--- src/sip_pkg.sv ---
`timescale 1ns / 1ps
`default_nettype none

package sip_pkg;

	localparam int SIP_COORD_BITS = 11;
	localparam int SIP_FRAC_BITS  = 8;

	typedef struct packed {
		logic hit;
		logic neg_x;
		logic neg_y;
	} sip_flags_t;

endpackage

`default_nettype wire

--- src/sip_div_cell.sv ---
`timescale 1ns / 1ps
`default_nettype none

module sip_div_cell #(
	parameter int COORD_BITS = sip_pkg::SIP_COORD_BITS,
	parameter int FRAC_BITS  = sip_pkg::SIP_FRAC_BITS
) (
	input  wire logic                                     clk,
	input  wire logic                                     arst_n,
	input  wire logic                                     up_valid,
	output logic                                          up_ready,
	input  wire logic [3*COORD_BITS+FRAC_BITS:0]          acc_x_in,
	input  wire logic [3*COORD_BITS+FRAC_BITS:0]          acc_y_in,
	input  wire logic [2*COORD_BITS:0]                    den_in,
	input  wire sip_pkg::sip_flags_t                      flags_in,
	input  wire logic [COORD_BITS-1:0]                    base_x_in,
	input  wire logic [COORD_BITS-1:0]                    base_y_in,
	output logic                                          dn_valid,
	input  wire logic                                     dn_ready,
	output logic [3*COORD_BITS+FRAC_BITS:0]               acc_x_out,
	output logic [3*COORD_BITS+FRAC_BITS:0]               acc_y_out,
	output logic [2*COORD_BITS:0]                         den_out,
	output sip_pkg::sip_flags_t                           flags_out,
	output logic [COORD_BITS-1:0]                         base_x_out,
	output logic [COORD_BITS-1:0]                         base_y_out
);
	import sip_pkg::*;

	localparam int DW = 2 * COORD_BITS + 1;
	localparam int QW = COORD_BITS + FRAC_BITS;
	localparam int AW = DW + QW;

	// The upper bits hold the partial remainder, the lower bits the dividend bits
	// still to come followed by the quotient bits found so far.
	function automatic logic [AW-1:0] div_step(input logic [AW-1:0] acc,
		input logic [DW-1:0] d);
		logic [DW:0] t;
		logic [DW:0] diff;
		t    = acc[AW-1:QW-1];
		diff = t - {1'b0, d};
		if (t >= {1'b0, d}) begin
			div_step = {diff[DW-1:0], acc[QW-2:0], 1'b1};
		end else begin
			div_step = {t[DW-1:0], acc[QW-2:0], 1'b0};
		end
	endfunction

	logic             v_q;
	logic [AW-1:0]    acc_x_q, acc_y_q;
	logic [DW-1:0]    den_q;
	sip_flags_t       flags_q;
	logic [COORD_BITS-1:0] base_x_q, base_y_q;

	assign up_ready = !v_q || dn_ready;

	always_ff @(posedge clk or negedge arst_n) begin
		if (!arst_n) begin
			v_q <= 1'b0;
		end else if (up_ready) begin
			v_q <= up_valid;
		end
	end

	always_ff @(posedge clk) begin
		if (up_ready) begin
			acc_x_q  <= div_step(acc_x_in, den_in);
			acc_y_q  <= div_step(acc_y_in, den_in);
			den_q    <= den_in;
			flags_q  <= flags_in;
			base_x_q <= base_x_in;
			base_y_q <= base_y_in;
		end
	end

	assign dn_valid   = v_q;
	assign acc_x_out  = acc_x_q;
	assign acc_y_out  = acc_y_q;
	assign den_out    = den_q;
	assign flags_out  = flags_q;
	assign base_x_out = base_x_q;
	assign base_y_out = base_y_q;

endmodule

`default_nettype wire

--- config.mk ---
export PLATFORM = sky130hd
export DESIGN_NAME = sip_div_cell
export DESIGN_NICKNAME = d
export VERILOG_FILES = /design/src/sip_pkg.sv /design/src/sip_div_cell.sv
export SDC_FILE = /design/constraint.sdc
export NUM_CORES = 1
export LEC_CHECK = 0
export BUFFER_PORTS_ARGS = -buffer_cell sky130_fd_sc_hd__buf_2
export CELL_PAD_IN_SITES_DETAIL_PLACEMENT = 0
export CELL_PAD_IN_SITES_GLOBAL_PLACEMENT = 2
export CORE_AREA = 2 2 114 199
export DETAILED_ROUTE_END_ITERATION = 12
export DIE_AREA = 0 0 116 201
export GPL_ROUTABILITY_DRIVEN = 0
export PLACE_DENSITY = 0.88
export SETUP_SLACK_MARGIN = 0.02
export SLEW_MARGIN = 20
export SYNTH_ARGS = -nofsm -noshare
export SYNTH_HDL_FRONTEND = slang
export SYNTH_SLANG_ARGS = --single-unit
--- constraint.sdc ---
create_clock -name clk -period 10.7 [get_ports clk]
set_input_delay 0.535 -clock clk [delete_from_list [all_inputs] [get_ports clk]]
set_output_delay 0.535 -clock clk [all_outputs]
set_load 0.02 [all_outputs]
# ---- Word-level counts from Yosys, hierarchy flattened
# Cells that the tools add are included.
dict set report word_totals {
  out_inout_bits 134
  in_bits 136
  wordCells 17
  regBits 133
}
dict set report op_classes {
  muxes 2
  n_reduce_logical 2
  add_sub_neg 2
  order_cmp 2
}
# cell count
set op_table {}
lappend op_table {{$mux W42} 2}
lappend op_table {{$ge A24 B23 Y1} 2}
lappend op_table {{$sub A23 B23 Y23} 2}
lappend op_table {{$logic_not A1 Y1} 1}
lappend op_table {{$logic_or A1 B1 Y1} 1}

# ---- Longest topological paths before layout
dict set report logic_depth {
  ltp_word 2
  depth_mapped 11
  mapped_depth_nobuf 10
}

# ---- Worst setup path before layout
# Ideal clock, no wire load.
dict set report synth_path {
  path_type {input to output}
  from {input dn_ready}
  to {output up_ready}
  cell_stages 1
  arrival_time_ns 3.878
  n_path_buf 0
  required_ns 10.165
  setup_slack_ns 6.287
  cell_sequence {nand2b_1}
}
dict set report synth_via {
  elab_chain_len 1
}
# element line
set synth_lines {}
lappend synth_lines {{from (decl)} sip_div_cell.sv:19} ;# input wire logic dn_ready,
lappend synth_lines {{$logic_or A1 B1 Y1} sip_div_cell.sv:54} ;# assign up_ready = !v_q || dn_ready;
lappend synth_lines {{to (decl)} sip_div_cell.sv:11} ;# output logic up_ready,
# No other way between the ends.

# ---- Worst setup path after layout
dict set report layout_path {
  from {input acc_y_in[18]}
  to {register acc_y_q[21] (netlist: acc_y_out[21]) (data pin)}
}
dict set report layout_via {
  elab_chain_len 2
  elab_cells_between_ends 3
  cone_classes {1 x add/sub; 1 x order compare; 1 x mux}
}
# element line
set layout_lines {}
lappend layout_lines {{from (decl)} sip_div_cell.sv:13} ;# input wire logic [3*COORD_BITS+FRAC_BITS:0] acc_y_in,
lappend layout_lines {{$sub A23 B23 Y23 / $ge A24 B23 Y1 (equally long branches)} {sip_div_cell.sv:40, sip_div_cell.sv:41}}
lappend layout_lines {{$mux W42 (*)} sip_div_cell.sv:41} ;# if (t >= {1'b0, d}) begin
lappend layout_lines {{to (signal assigned)} sip_div_cell.sv:67} ;# acc_y_q <= div_step(acc_y_in, den_in);
lappend layout_lines {{to (decl)} sip_div_cell.sv:49} ;# logic [AW-1:0] acc_x_q, acc_y_q;
# Every way passes the cells marked *; elsewhere a longest branch is shown, timed or not.
# A chain may end at the register's enable or synchronous reset.

==> flow_metrics.env <==
export IMPL_finalWirelength_mm=20.55
export IMPL_hold_start="acc_x_in[5]"
export IMPL_grt_max_degree=50
export IMPL_cts_root_buf="clkbuf_16"
export IMPL_fin_ws_ns=7.465
export IMPL_reg2reg_slack_ns=8.82
export IMPL_synth_top_area_cell="edfxtp_1"
export IMPL_cp_arrival_ns=3.42
export IMPL_portBuffers=269
export IMPL_grt_pass1_vias=5492
export IMPL_post_synth_instance_area_sq_mm=0.007047
export IMPL_crit_buf_inv=2
export IMPL_cp_depth=11
export IMPL_antenna_found_initial=0
export IMPL_num_vias=5510
export IMPL_period_needed_ns=3.235
export IMPL_whs_endpoint="acc_x_out[6]"
export IMPL_seq_area_sq_mm=0.003989
export IMPL_fmax_ghz=0.3091
export IMPL_diodes=0
export IMPL_setup_viol=0
export IMPL_synth_top_area_share_pct=56.25
export IMPL_cpPeakStageDelay_ns=0.86
export IMPL_cts_buffer_depth=2
export IMPL_cts_buffers=17
export IMPL_ys_types=57
export IMPL_nFillCells=2136
export IMPL_die_h_microns=201
export IMPL_worstSetupEndpointType="flip-flop"
export IMPL_die_area_sq_mm=0.02332
export IMPL_layout_nets=1030
export IMPL_seq_area_frac_synth_pct=56.61
export IMPL_hold_class="in -> reg"
export IMPL_grt_overflow=0
export IMPL_clk_latency_ns=0.44
export IMPL_yosys_top_cells_count="132 x edfxtp_1, 46 x ha_1, 44 x nand2_1, 38 x o21ai_0, 35 x a21oi_1"
export IMPL_ir_drop_v=0.00008002
export IMPL_hold_viol_final=0
export IMPL_fin_area_sq_mm=0.009250
export IMPL_path_class="in -> reg"
export IMPL_worst_clock_skew_ns=0.008790
export IMPL_placed_area_sq_mm=0.008703
export IMPL_fp_coreArea_sq_mm=0.02180
export IMPL_p_leak_nw=4.096
export IMPL_postRouteAntennaNets=0
export IMPL_post_cts_setup_buffers=0
export IMPL_clk_pin_slew_ns=0.07
export IMPL_ys_async_sr_fraction_pct=0.7519
export IMPL_synth_fp_nets=754
export IMPL_grt_first_pass_wirelength_mm=30.13
export IMPL_ys_ff_latch=133
export IMPL_dpl_hpwl_mm=16.50
export IMPL_die_x_microns=116
export IMPL_tightest_slew_ns=1.023
export IMPL_status="completed"
export IMPL_htree_levels=4
export IMPL_crit_chain="buf_2 -> inv_1 -> ha_1 -> fa_1 -> nand2b_1 -> a21o_1 -> a31o_2 -> a21oi_1 -> o21bai_1 -> a32oi_4 -> mux2_2"
export IMPL_rsz0062_at_grt="false"
export IMPL_crit_family="compound AO/OA/AOI/OAI gates"
export IMPL_crit_fanout=24
export IMPL_via_per_inst=4.779
export IMPL_grt_use_total_pct=17.58
export IMPL_core_rowCount=72
export IMPL_drtPass1Iterations=5
export IMPL_setup_tns_ns=0
export IMPL_reg2reg_depth=2
export IMPL_drc=0
export IMPL_io_pin_count=270
export IMPL_place_worst_setup_slack_ns=6.962
export IMPL_ys_warn_count=0
export IMPL_critical_path_slowest_cell="a32oi_4"
export IMPL_cap_violations=0
export IMPL_synth_cells=570
export IMPL_finalCritPeriodShare_pct=30.23
export IMPL_syn_area_per_cell_sq_um=12.36
export IMPL_reg2reg_from="dn_valid"
export IMPL_synthToLayoutAreaGrowth_pct=31.27
export IMPL_yosys_top_cells_area="edfxtp_1 56%, ha_1 8.2%, xnor2_1 2.9%, mux2_1 2.7%, o21ai_0 2.7%"
export IMPL_cellPowerDensity_mw_per_mm2=170.8
export IMPL_drive_gt1_share_pct=37.34
export IMPL_required_ns=10.89
export IMPL_initial_core_util_pct=32.32
export IMPL_start_kind="input pin"
export IMPL_r2r_end="acc_x_out[38]"
export IMPL_worstHoldPathCells=1
export IMPL_cts_tree="built"
export IMPL_multi_input_area_sq_mm=0.002844
export IMPL_drt_iter0_drc=415
export IMPL_ys_flop_type="edfxtp_1"
export IMPL_wire_per_inst_microns=17.82
export IMPL_synth_edff_count=132
export IMPL_finalMaxSlewViolations=0
export IMPL_synth_most_common_cell="edfxtp_1"
export IMPL_cts_sinks=133
export IMPL_maxSlewHeadroom_pct=31.83
-- final cells by class --
| cell class | instances | area share [%] |
|---|---|---|
| Inverter | 35 | 1.420 |
| Clock inverter | 13 | 1.204 |
| Tap cell | 296 | 4.004 |
| Timing Repair Buffer | 273 | 14.91 |
| Multi-Input combinational cell | 386 | 30.75 |
| Clock buffer | 17 | 4.599 |
| Sequential cell | 133 | 43.12 |
-- registers in the layout, summed over array words and instances (netlist names) --
register / count
den_out: 23
base_y_out: 11
base_x_out: 11
acc_y_out: 42
acc_x_out: 42
dn_valid: 1
flags_out: 3
-- power by group --
part | switching, mW | total [mW] | internal (mW) | leakage [nW]
Clock | 0.228 | 0.543 | 0.315 | 0.257
Combinational | 0.237 | 0.379 | 0.143 | 2.50
Sequential | 0.0126 | 0.658 | 0.645 | 1.34
Total | 0.477 | 1.58 | 1.10 | 4.10
-- worst max-delay path by stage --
stage / start / endpoint / slack, ns
finish: acc_y_in[18] / acc_y_out[21] / 7.47
global route: acc_y_in[18] / acc_y_out[33] / 7.27
CTS: acc_y_in[18] / acc_y_out[22] / 7.43
detailed placement: acc_y_in[18] / acc_y_out[21] / 6.96
global placement: acc_y_in[18] / acc_y_out[23] / 6.99
floorplan: dn_ready / up_ready / 6.29
-- repair_timing --
action / in CTS / in global routing
resized for setup: 0 / 0
hold buffers: 1 / 0
endpoints found under the hold margin: 1 / 0
-- cells by family after synthesis --
| logic type | count (synthesis) | synth area share [%] |
|---|---|---|
| mux | 27 | 4.421 |
| xor+xnor | 36 | 4.474 |
| flops | 133 | 56.61 |
| fa+ha+maj | 48 | 8.736 |
| buf+inv | 51 | 3.249 |
| simple gates | 124 | 8.523 |
| compound gates | 151 | 13.99 |
-- routing by layer --
metal | vias up | GRT usage (%) | part of all wire (%)
li1 | 2687 | - | -
met3 | 35 | 4.801 | 7.6
met2 | 249 | 32.25 | 54
met4 | 0 | 7.993 | 3.0
met5 | - | 0 | 0
met1 | 2539 | 18.08 | 35
-- metrics by stage --
step	power (mW)	utilization (%)	hold slack, ns	std cells
finish	1.580	42.43	0.2680	1153
global route	1.650	42.43	0.2500	1153
CTS	1.602	42.43	0.2432	1153
detailed placement	1.052	39.92	0.3154	1122
global placement	1.050	39.92	0.3099	1122
floorplan	0.9233	-	0.2394	570
-- placed cells by master (no fill, tap or decap), drive strengths merged, types with 5 or more instances in the layout --
cell    instances
a21oi          35
o21a           10
nand2b          9
nor3            5
xnor2          23
nor2b           6
a21o           23
clkinv          6
a211oi          6
clkbuf         17
o211ai          7
edfxtp        132
nand3           7
ha             46
and3            5
nor2           28
buf           272
nand4           9
a31oi           7
nand2          44
mux2           24
o21ai          40
xor2           13
inv            37
Power figures use the tool's default switching activity.
