## src/sip_pkg.sv

```systemverilog
`timescale 1ns / 1ps
`default_nettype none

package sip_pkg;

	localparam int SIP_COORD_BITS = 11;
	localparam int SIP_FRAC_BITS  = 8;

	typedef struct packed {
		logic hit;
		logic neg_x;
		logic neg_y;
	} sip_flags_t;

endpackage

`default_nettype wire

```

## src/sip_front.sv

```systemverilog
`timescale 1ns / 1ps
`default_nettype none

module sip_front #(
	parameter int COORD_BITS = sip_pkg::SIP_COORD_BITS
) (
	input  wire logic                               clk,
	input  wire logic                               arst_n,
	input  wire logic                               in_valid,
	output logic                                    in_stall,
	input  wire logic [COORD_BITS-1:0]              p0x,
	input  wire logic [COORD_BITS-1:0]              p0y,
	input  wire logic [COORD_BITS-1:0]              p1x,
	input  wire logic [COORD_BITS-1:0]              p1y,
	input  wire logic [COORD_BITS-1:0]              p2x,
	input  wire logic [COORD_BITS-1:0]              p2y,
	input  wire logic [COORD_BITS-1:0]              p3x,
	input  wire logic [COORD_BITS-1:0]              p3y,
	output logic                                    dn_valid,
	input  wire logic                               dn_ready,
	output logic [3*COORD_BITS:0]                   q_x,
	output logic [3*COORD_BITS:0]                   q_y,
	output logic [2*COORD_BITS:0]                   den,
	output sip_pkg::sip_flags_t                     flags,
	output logic [COORD_BITS-1:0]                   base_x,
	output logic [COORD_BITS-1:0]                   base_y
);
	import sip_pkg::*;

	localparam int CW  = COORD_BITS;
	localparam int EW  = CW + 1;
	localparam int PW  = 2 * EW;
	localparam int SW  = PW + 1;
	localparam int DW  = 2 * CW + 1;
	localparam int QLW = DW + CW;

	logic signed [EW-1:0] s1x, s1y, s2x, s2y, dx, dy;
	logic signed [PW-1:0] ma, mb, mc, md, me, mf;

	logic                 v_s1;
	logic signed [PW-1:0] ma_s1, mb_s1, mc_s1, md_s1, me_s1, mf_s1;
	logic signed [EW-1:0] s1x_s1, s1y_s1;
	logic [CW-1:0]        p0x_s1, p0y_s1;

	logic signed [SW-1:0] d_raw, sn_raw, tn_raw, d_abs, sn_f, tn_f;
	logic signed [EW-1:0] ax, ay;
	logic                 hit_c;

	logic                 v_s2;
	logic [DW-1:0]        d_s2, tn_s2;
	sip_flags_t           flags_s2;
	logic [CW-1:0]        magx_s2, magy_s2, p0x_s2, p0y_s2;

	logic                 v_s3;
	logic [QLW-1:0]       qx_s3, qy_s3;
	logic [DW-1:0]        d_s3;
	sip_flags_t           flags_s3;
	logic [CW-1:0]        p0x_s3, p0y_s3;

	logic rdy1, rdy2, rdy3;

	assign rdy3     = !v_s3 || dn_ready;
	assign rdy2     = !v_s2 || rdy3;
	assign rdy1     = !v_s1 || rdy2;
	assign in_stall = !rdy1;

	always_comb begin
		s1x = $signed({1'b0, p1x}) - $signed({1'b0, p0x});
		s1y = $signed({1'b0, p1y}) - $signed({1'b0, p0y});
		s2x = $signed({1'b0, p3x}) - $signed({1'b0, p2x});
		s2y = $signed({1'b0, p3y}) - $signed({1'b0, p2y});
		dx  = $signed({1'b0, p0x}) - $signed({1'b0, p2x});
		dy  = $signed({1'b0, p0y}) - $signed({1'b0, p2y});
		ma  = s1x * s2y;
		mb  = s2x * s1y;
		mc  = s1x * dy;
		md  = s1y * dx;
		me  = s2x * dy;
		mf  = s2y * dx;
	end

	always_comb begin
		d_raw  = SW'(ma_s1) - SW'(mb_s1);
		sn_raw = SW'(mc_s1) - SW'(md_s1);
		tn_raw = SW'(me_s1) - SW'(mf_s1);
		if (d_raw[SW-1]) begin
			d_abs = -d_raw;
			sn_f  = -sn_raw;
			tn_f  = -tn_raw;
		end else begin
			d_abs = d_raw;
			sn_f  = sn_raw;
			tn_f  = tn_raw;
		end
		hit_c = (d_abs != '0) && !sn_f[SW-1] && (sn_f <= d_abs)
			&& !tn_f[SW-1] && (tn_f <= d_abs);
		ax = s1x_s1[EW-1] ? -s1x_s1 : s1x_s1;
		ay = s1y_s1[EW-1] ? -s1y_s1 : s1y_s1;
	end

	always_ff @(posedge clk or negedge arst_n) begin
		if (!arst_n) begin
			v_s1 <= 1'b0;
			v_s2 <= 1'b0;
			v_s3 <= 1'b0;
		end else begin
			if (rdy1) v_s1 <= in_valid;
			if (rdy2) v_s2 <= v_s1;
			if (rdy3) v_s3 <= v_s2;
		end
	end

	always_ff @(posedge clk) begin
		if (rdy1) begin
			ma_s1  <= ma;
			mb_s1  <= mb;
			mc_s1  <= mc;
			md_s1  <= md;
			me_s1  <= me;
			mf_s1  <= mf;
			s1x_s1 <= s1x;
			s1y_s1 <= s1y;
			p0x_s1 <= p0x;
			p0y_s1 <= p0y;
		end
		if (rdy2) begin
			d_s2           <= d_abs[DW-1:0];
			tn_s2          <= tn_f[DW-1:0];
			flags_s2.hit   <= hit_c;
			flags_s2.neg_x <= s1x_s1[EW-1];
			flags_s2.neg_y <= s1y_s1[EW-1];
			magx_s2        <= ax[CW-1:0];
			magy_s2        <= ay[CW-1:0];
			p0x_s2         <= p0x_s1;
			p0y_s2         <= p0y_s1;
		end
		if (rdy3) begin
			qx_s3    <= QLW'(tn_s2) * QLW'(magx_s2);
			qy_s3    <= QLW'(tn_s2) * QLW'(magy_s2);
			d_s3     <= d_s2;
			flags_s3 <= flags_s2;
			p0x_s3   <= p0x_s2;
			p0y_s3   <= p0y_s2;
		end
	end

	assign dn_valid = v_s3;
	assign q_x      = qx_s3;
	assign q_y      = qy_s3;
	assign den      = d_s3;
	assign flags    = flags_s3;
	assign base_x   = p0x_s3;
	assign base_y   = p0y_s3;

endmodule

`default_nettype wire

```

## config.mk

```make
export PLATFORM = sky130hd
export DESIGN_NAME = sip_front
export DESIGN_NICKNAME = d
export VERILOG_FILES = /design/src/sip_pkg.sv /design/src/sip_front.sv
export SDC_FILE = /design/constraint.sdc
export NUM_CORES = 2
export LEC_CHECK = 0
export BUFFER_PORTS_ARGS = -buffer_cell sky130_fd_sc_hd__buf_4
export CAP_MARGIN = 20
export CORE_ASPECT_RATIO = 1.1
export CORE_MARGIN = 4
export CORE_UTILIZATION = 50
export DETAILED_ROUTE_END_ITERATION = 10
export PLACE_DENSITY = 0.77
export SLEW_MARGIN = 20
export SYNTH_ARGS = -nofsm -noshare
export SYNTH_HDL_FRONTEND = slang
export SYNTH_SLANG_ARGS = --single-unit
```

## constraint.sdc

```tcl
create_clock -name clk -period 18.7 [get_ports clk]
set_input_delay 3.74 -clock clk [delete_from_list [all_inputs] [get_ports clk]]
set_output_delay 3.74 -clock clk [all_outputs]
set_load 0.005 [all_outputs]
```

# --- Word level (Yosys, flattened, before mapping) ---
# Index checks and enable logic that the tools add are counted.
totals:
  reg_bits: 402
  out_inout_bits: 118
  wordCells: 73
op_classes:
  n_addsub: 14
  multipliers: 8
  n_lt_le_gt_ge: 2
  muxes: 5
  n_reduce_logical: 14
op_table:
  columns: ["operator", "count"]
  rows:
  - ["12-bit by 12-bit multiplier with 24-bit output", 6]
  - ["25-bit two-way mux", 3]
  - ["25-bit negator", 3]
  - ["24-bit by 24-bit subtractor with 25-bit output", 3]
  - ["11-bit by 11-bit subtractor with 12-bit output", 6]
  - ["23-bit by 11-bit multiplier with 34-bit output", 2]
  - ["25-bit less-or-equal comparator", 2]
  - ["25-bit nonzero test", 1]
  - ["11-bit two-way mux", 2]
  - ["11-bit negator", 2]
  - ["1-bit logical NOT", 6]
  - ["1-bit logical AND", 4]
  - ["1-bit logical OR", 3]

# --- Depth between registers and ports, before layout ---
logic_depth:
  depth_word: 8
  mapped_depth: 36

# --- Least setup slack after synthesis ---
# OpenSTA, ideal clock, no wires.
synth_path:
  path_type: "input-to-output"
  startpoint: "input dn_ready"
  endpoint: "output in_stall"
  arrival_time_ns: 9.048
  required_ns: 14.960
  path_slack_ns: 5.912
  stages: 3
  path_cell_list: "nor2b_1 -> nand3_1 -> inv_1"
synth_via:
  elab_chain_cells: 4
synth_rtl:
  columns: ["item", "line", "source"]
  rows:
  - ["start, declared", "sip_front.sv:20", "input wire logic dn_ready,"]
  - ["1-bit logical OR", "sip_front.sv:62", "assign rdy3 = !v_s3 || dn_ready;"]
  - ["1-bit logical OR", "sip_front.sv:63", "assign rdy2 = !v_s2 || rdy3;"]
  - ["1-bit logical OR", "sip_front.sv:64", "assign rdy1 = !v_s1 || rdy2;"]
  - ["1-bit logical NOT", "sip_front.sv:65", "assign in_stall = !rdy1;"]
  - ["end, declared", "sip_front.sv:10", "output logic in_stall,"]
# No other way between the ends.

# --- Worst setup path in the final report ---
layout_path:
  startpoint: "input p2x[1]"
  endpoint: "register me_s1[23], data pin"
layout_via:
  elab_chain_cells: 2
layout_rtl:
  columns: ["item", "line", "source"]
  rows:
  - ["start, declared", "sip_front.sv:15", "input wire logic [COORD_BITS-1:0] p2x,"]
  - ["11-bit by 11-bit subtractor with 12-bit output", "sip_front.sv:70", "s2x = $signed({1'b0, p3x}) - $signed({1'b0, p2x});"]
  - ["12-bit by 12-bit multiplier with 24-bit output", "sip_front.sv:78", "me = s2x * dy;"]
  - ["net me[23]", "sip_front.sv:38", "logic signed [PW-1:0] ma, mb, mc, md, me, mf;"]
  - ["end signal, assigned", "sip_front.sv:119", "me_s1 <= me;"]
  - ["end, declared", "sip_front.sv:41", "logic signed [PW-1:0] ma_s1, mb_s1, mc_s1, md_s1, me_s1, mf_s1;"]
# The timed path passes the listed nets, and every way through them passes these cells.
# A chain may end at the register's enable or synchronous reset.

==> flow_summary.toml <==
[synthesis]
yosys_warnings = 0
synth_edf_count = 399
syn_area_mm2 = 0.0691
syn_area_per_cell_um2 = 9.41
synth_seq_area_share_pct = 17.5
synth_nets = 9284
postSynth.asyncResetShare_pct = 0.746
synth_cells = 7337
synth.distinct_cells = 88
synth_flop_cell = "edfxtp_1"
ys_seq_elements = 402

[global_route]
grt_use_total_pct = 27.2
grt_pass1_wl_um = 305000
overflow = 0
antenna_found_initial = 2
grt_pass1_vias = 55600
grt_max_degree = 72

[drt]
finalWirelength_um = 190000
vias = 52000
drt-initial-drc-count = 4208
postRouteAntennaNets = 0
wl_per_cell_um = 20.5
vias_per_cell = 5.60
first_pass_iters = 6
route.detailed.drc = 0

[hold_path]
hp-start = "p0y_s2[3]$_DFFE_PP_"
whs_path_depth = 0
min_to = "base_y[3]$_DFFE_PP_"
min_path_type = "reg -> reg"

[cells_and_area]
final_cell_mix = "1494 x inv_1, 1217 x fa_1, 918 x nand2_1"
area.growth.synth_to_final_pct = 8.04
diodes = 0
drive_above_1_share_pct = 6.35
final_common_cell = "inv_1"
stdcell_count = 9293
final_net_count = 9399

[worst_setup_path]
r2r_setup_slack_ns = 10.88
worstPathMaxFanout = 13
cp-end-kind = "register"
required_ns = 19.12
rr_startpoint = "magy_s2[2]$_DFFE_PP_"
critPathBufInv = 6
slowest_delay_ns = 0.68
timing.critical_path.mode_cell = "o21ai_0"
critical_path_class = "in -> reg"
worst_path_max_delay_cell = "a2111oi_0"
r2r-end = "q_y[33]$_DFFE_PP_"
rr_worst_depth = 24
cp_top_family = "compound AO/OA/AOI/OAI gates"
crit_arrival_ns = 12.20
cp-start-kind = "primary input"

[timing]
rsz0062_at_grt = "false"
hold_viol = 0
clock.fmax_mhz = 84.9
setup_tns_ns = 0
period_share_pct = 63.0
clock-skew-final_ns = 0.0419
timing.slew.headroom_pct = 17.3
setup_violations = 0
min_period_ns = 11.78
worst_pin_slew_ns = 1.23
slew_viol_final = 0

[die]
rows = 142
pin_count = 210
die_w_um = 362
core-area_mm2 = 0.137
start_util_pct = 50.5
dieArea_mm2 = 0.144
die_h_um = 398

[clock_network]
cts_setup_buffers = 0
ctsResizeCount = 0
clockBufferDepth = 3
cts_tree = "done"
clk_latency_ns = 0.68
ctsHoldBuffers = 0
cts-htree-levels = 2
cts_root_buf = "clkbuf_16"
clkSlewWorstSetupHoldPaths_ns = 0.07
cts_buffers = 50
clock_sinks = 402

[job]
maxCapViolations = 0

[status]
status = "complete, no violations"

[placement]
place_hpwl_um = 153000
portBuffers = 209
dp.cells = 9199
place.gp.congestion = 0.946
[through the flow]
step                      area (um^2)  setup slack [ns]  hold slack, ns  utilization (%)
after global routing            74600              6.12           0.421             54.5
after global placement          72800              6.69           0.402             53.3
final                           74600              6.92           0.404             54.5
after detailed placement        72800              6.30           0.405             53.3
after CTS                       74600              7.00           0.403             54.5
after floorplan                 69100              5.91           0.400                -
[worst max path at each step]
stage	depth (start not counted)	slack, ns	to	start
4_1_cts	33	7.00	me_s1[23]$_DFFE_PN_	p2x[1]
3_5_place_dp	33	6.30	me_s1[23]$_DFFE_PN_	p2x[1]
2_1_floorplan	3	5.91	in_stall	dn_ready
5_1_grt	33	6.12	me_s1[23]$_DFFE_PN_	p2x[1]
3_3_place_gp	32	6.69	ma_s1[23]$_DFFE_PN_	p2y[1]
6_report	33	6.92	me_s1[23]$_DFFE_PN_	p2x[1]
[metal layers]
metal  global-route usage [%]  vias to the layer above  part of all wire, %
met1                     31.6                    25900                   35
met5                        0                        -                    0
met3                     6.08                      657                  9.2
met2                     44.4                     2481                   46
li1                         -                    23000                    -
met4                     20.0                        0                  9.6
[registers in the layout, indices dropped and copies added (netlist names), 12 cells and up]
signal,flops
mf_s1,24
md_s1,24
d_s2,23
s1y_s1,12
mc_s1,24
s1x_s1,12
q_y,34
me_s1,24
mb_s1,24
q_x,34
tn_s2,23
den,23
ma_s1,24
[layout make-up]
type                            instances  area (um^2)
Fill cell                           11800        62200
Multi-Input combinational cell       5179        50500
Sequential cell                       402        12100
Inverter                             1506         5660
Timing Repair Buffer                  313         2370
Tap cell                             1800         2250
Clock buffer                           55         1290
Clock inverter                         38          450
[cell usage after synthesis, types with 12 or more instances]
cell type / number / area (um^2)
a211oi_1: 23 / 173
a21boi_0: 41 / 308
a21o_1: 78 / 586
a21oi_1: 199 / 996
a31oi_1: 25 / 156
and2_1: 238 / 1490
and3_1: 25 / 156
clkbuf_1: 237 / 890
edfxtp_1: 399 / 12000
fa_1: 1217 / 24400
ha_1: 638 / 7980
inv_1: 1495 / 5610
nand2_1: 919 / 3450
nand2b_1: 91 / 569
nand3_1: 70 / 350
nand4_1: 20 / 125
nor2_1: 587 / 2200
nor2b_1: 56 / 350
nor3_1: 77 / 385
nor4_1: 12 / 75.1
o211ai_1: 16 / 120
o21a_1: 39 / 293
o21ai_0: 182 / 911
o21bai_1: 23 / 173
o31ai_1: 13 / 97.6
or2_2: 32 / 200
or3_1: 24 / 150
xnor2_1: 293 / 2570
xor2_1: 91 / 797
[cell families after synthesis]
group	share of synthesized area, %
mux	0.0743
xor+xnor	4.87
flops	17.5
buf+inv	9.56
compound gates	6.90
fa+ha+maj	46.8
simple gates	14.3
Power is left out: the tool's default activity adds up to more than one toggle a clock period on the data nets, which glitch-free logic cannot reach.
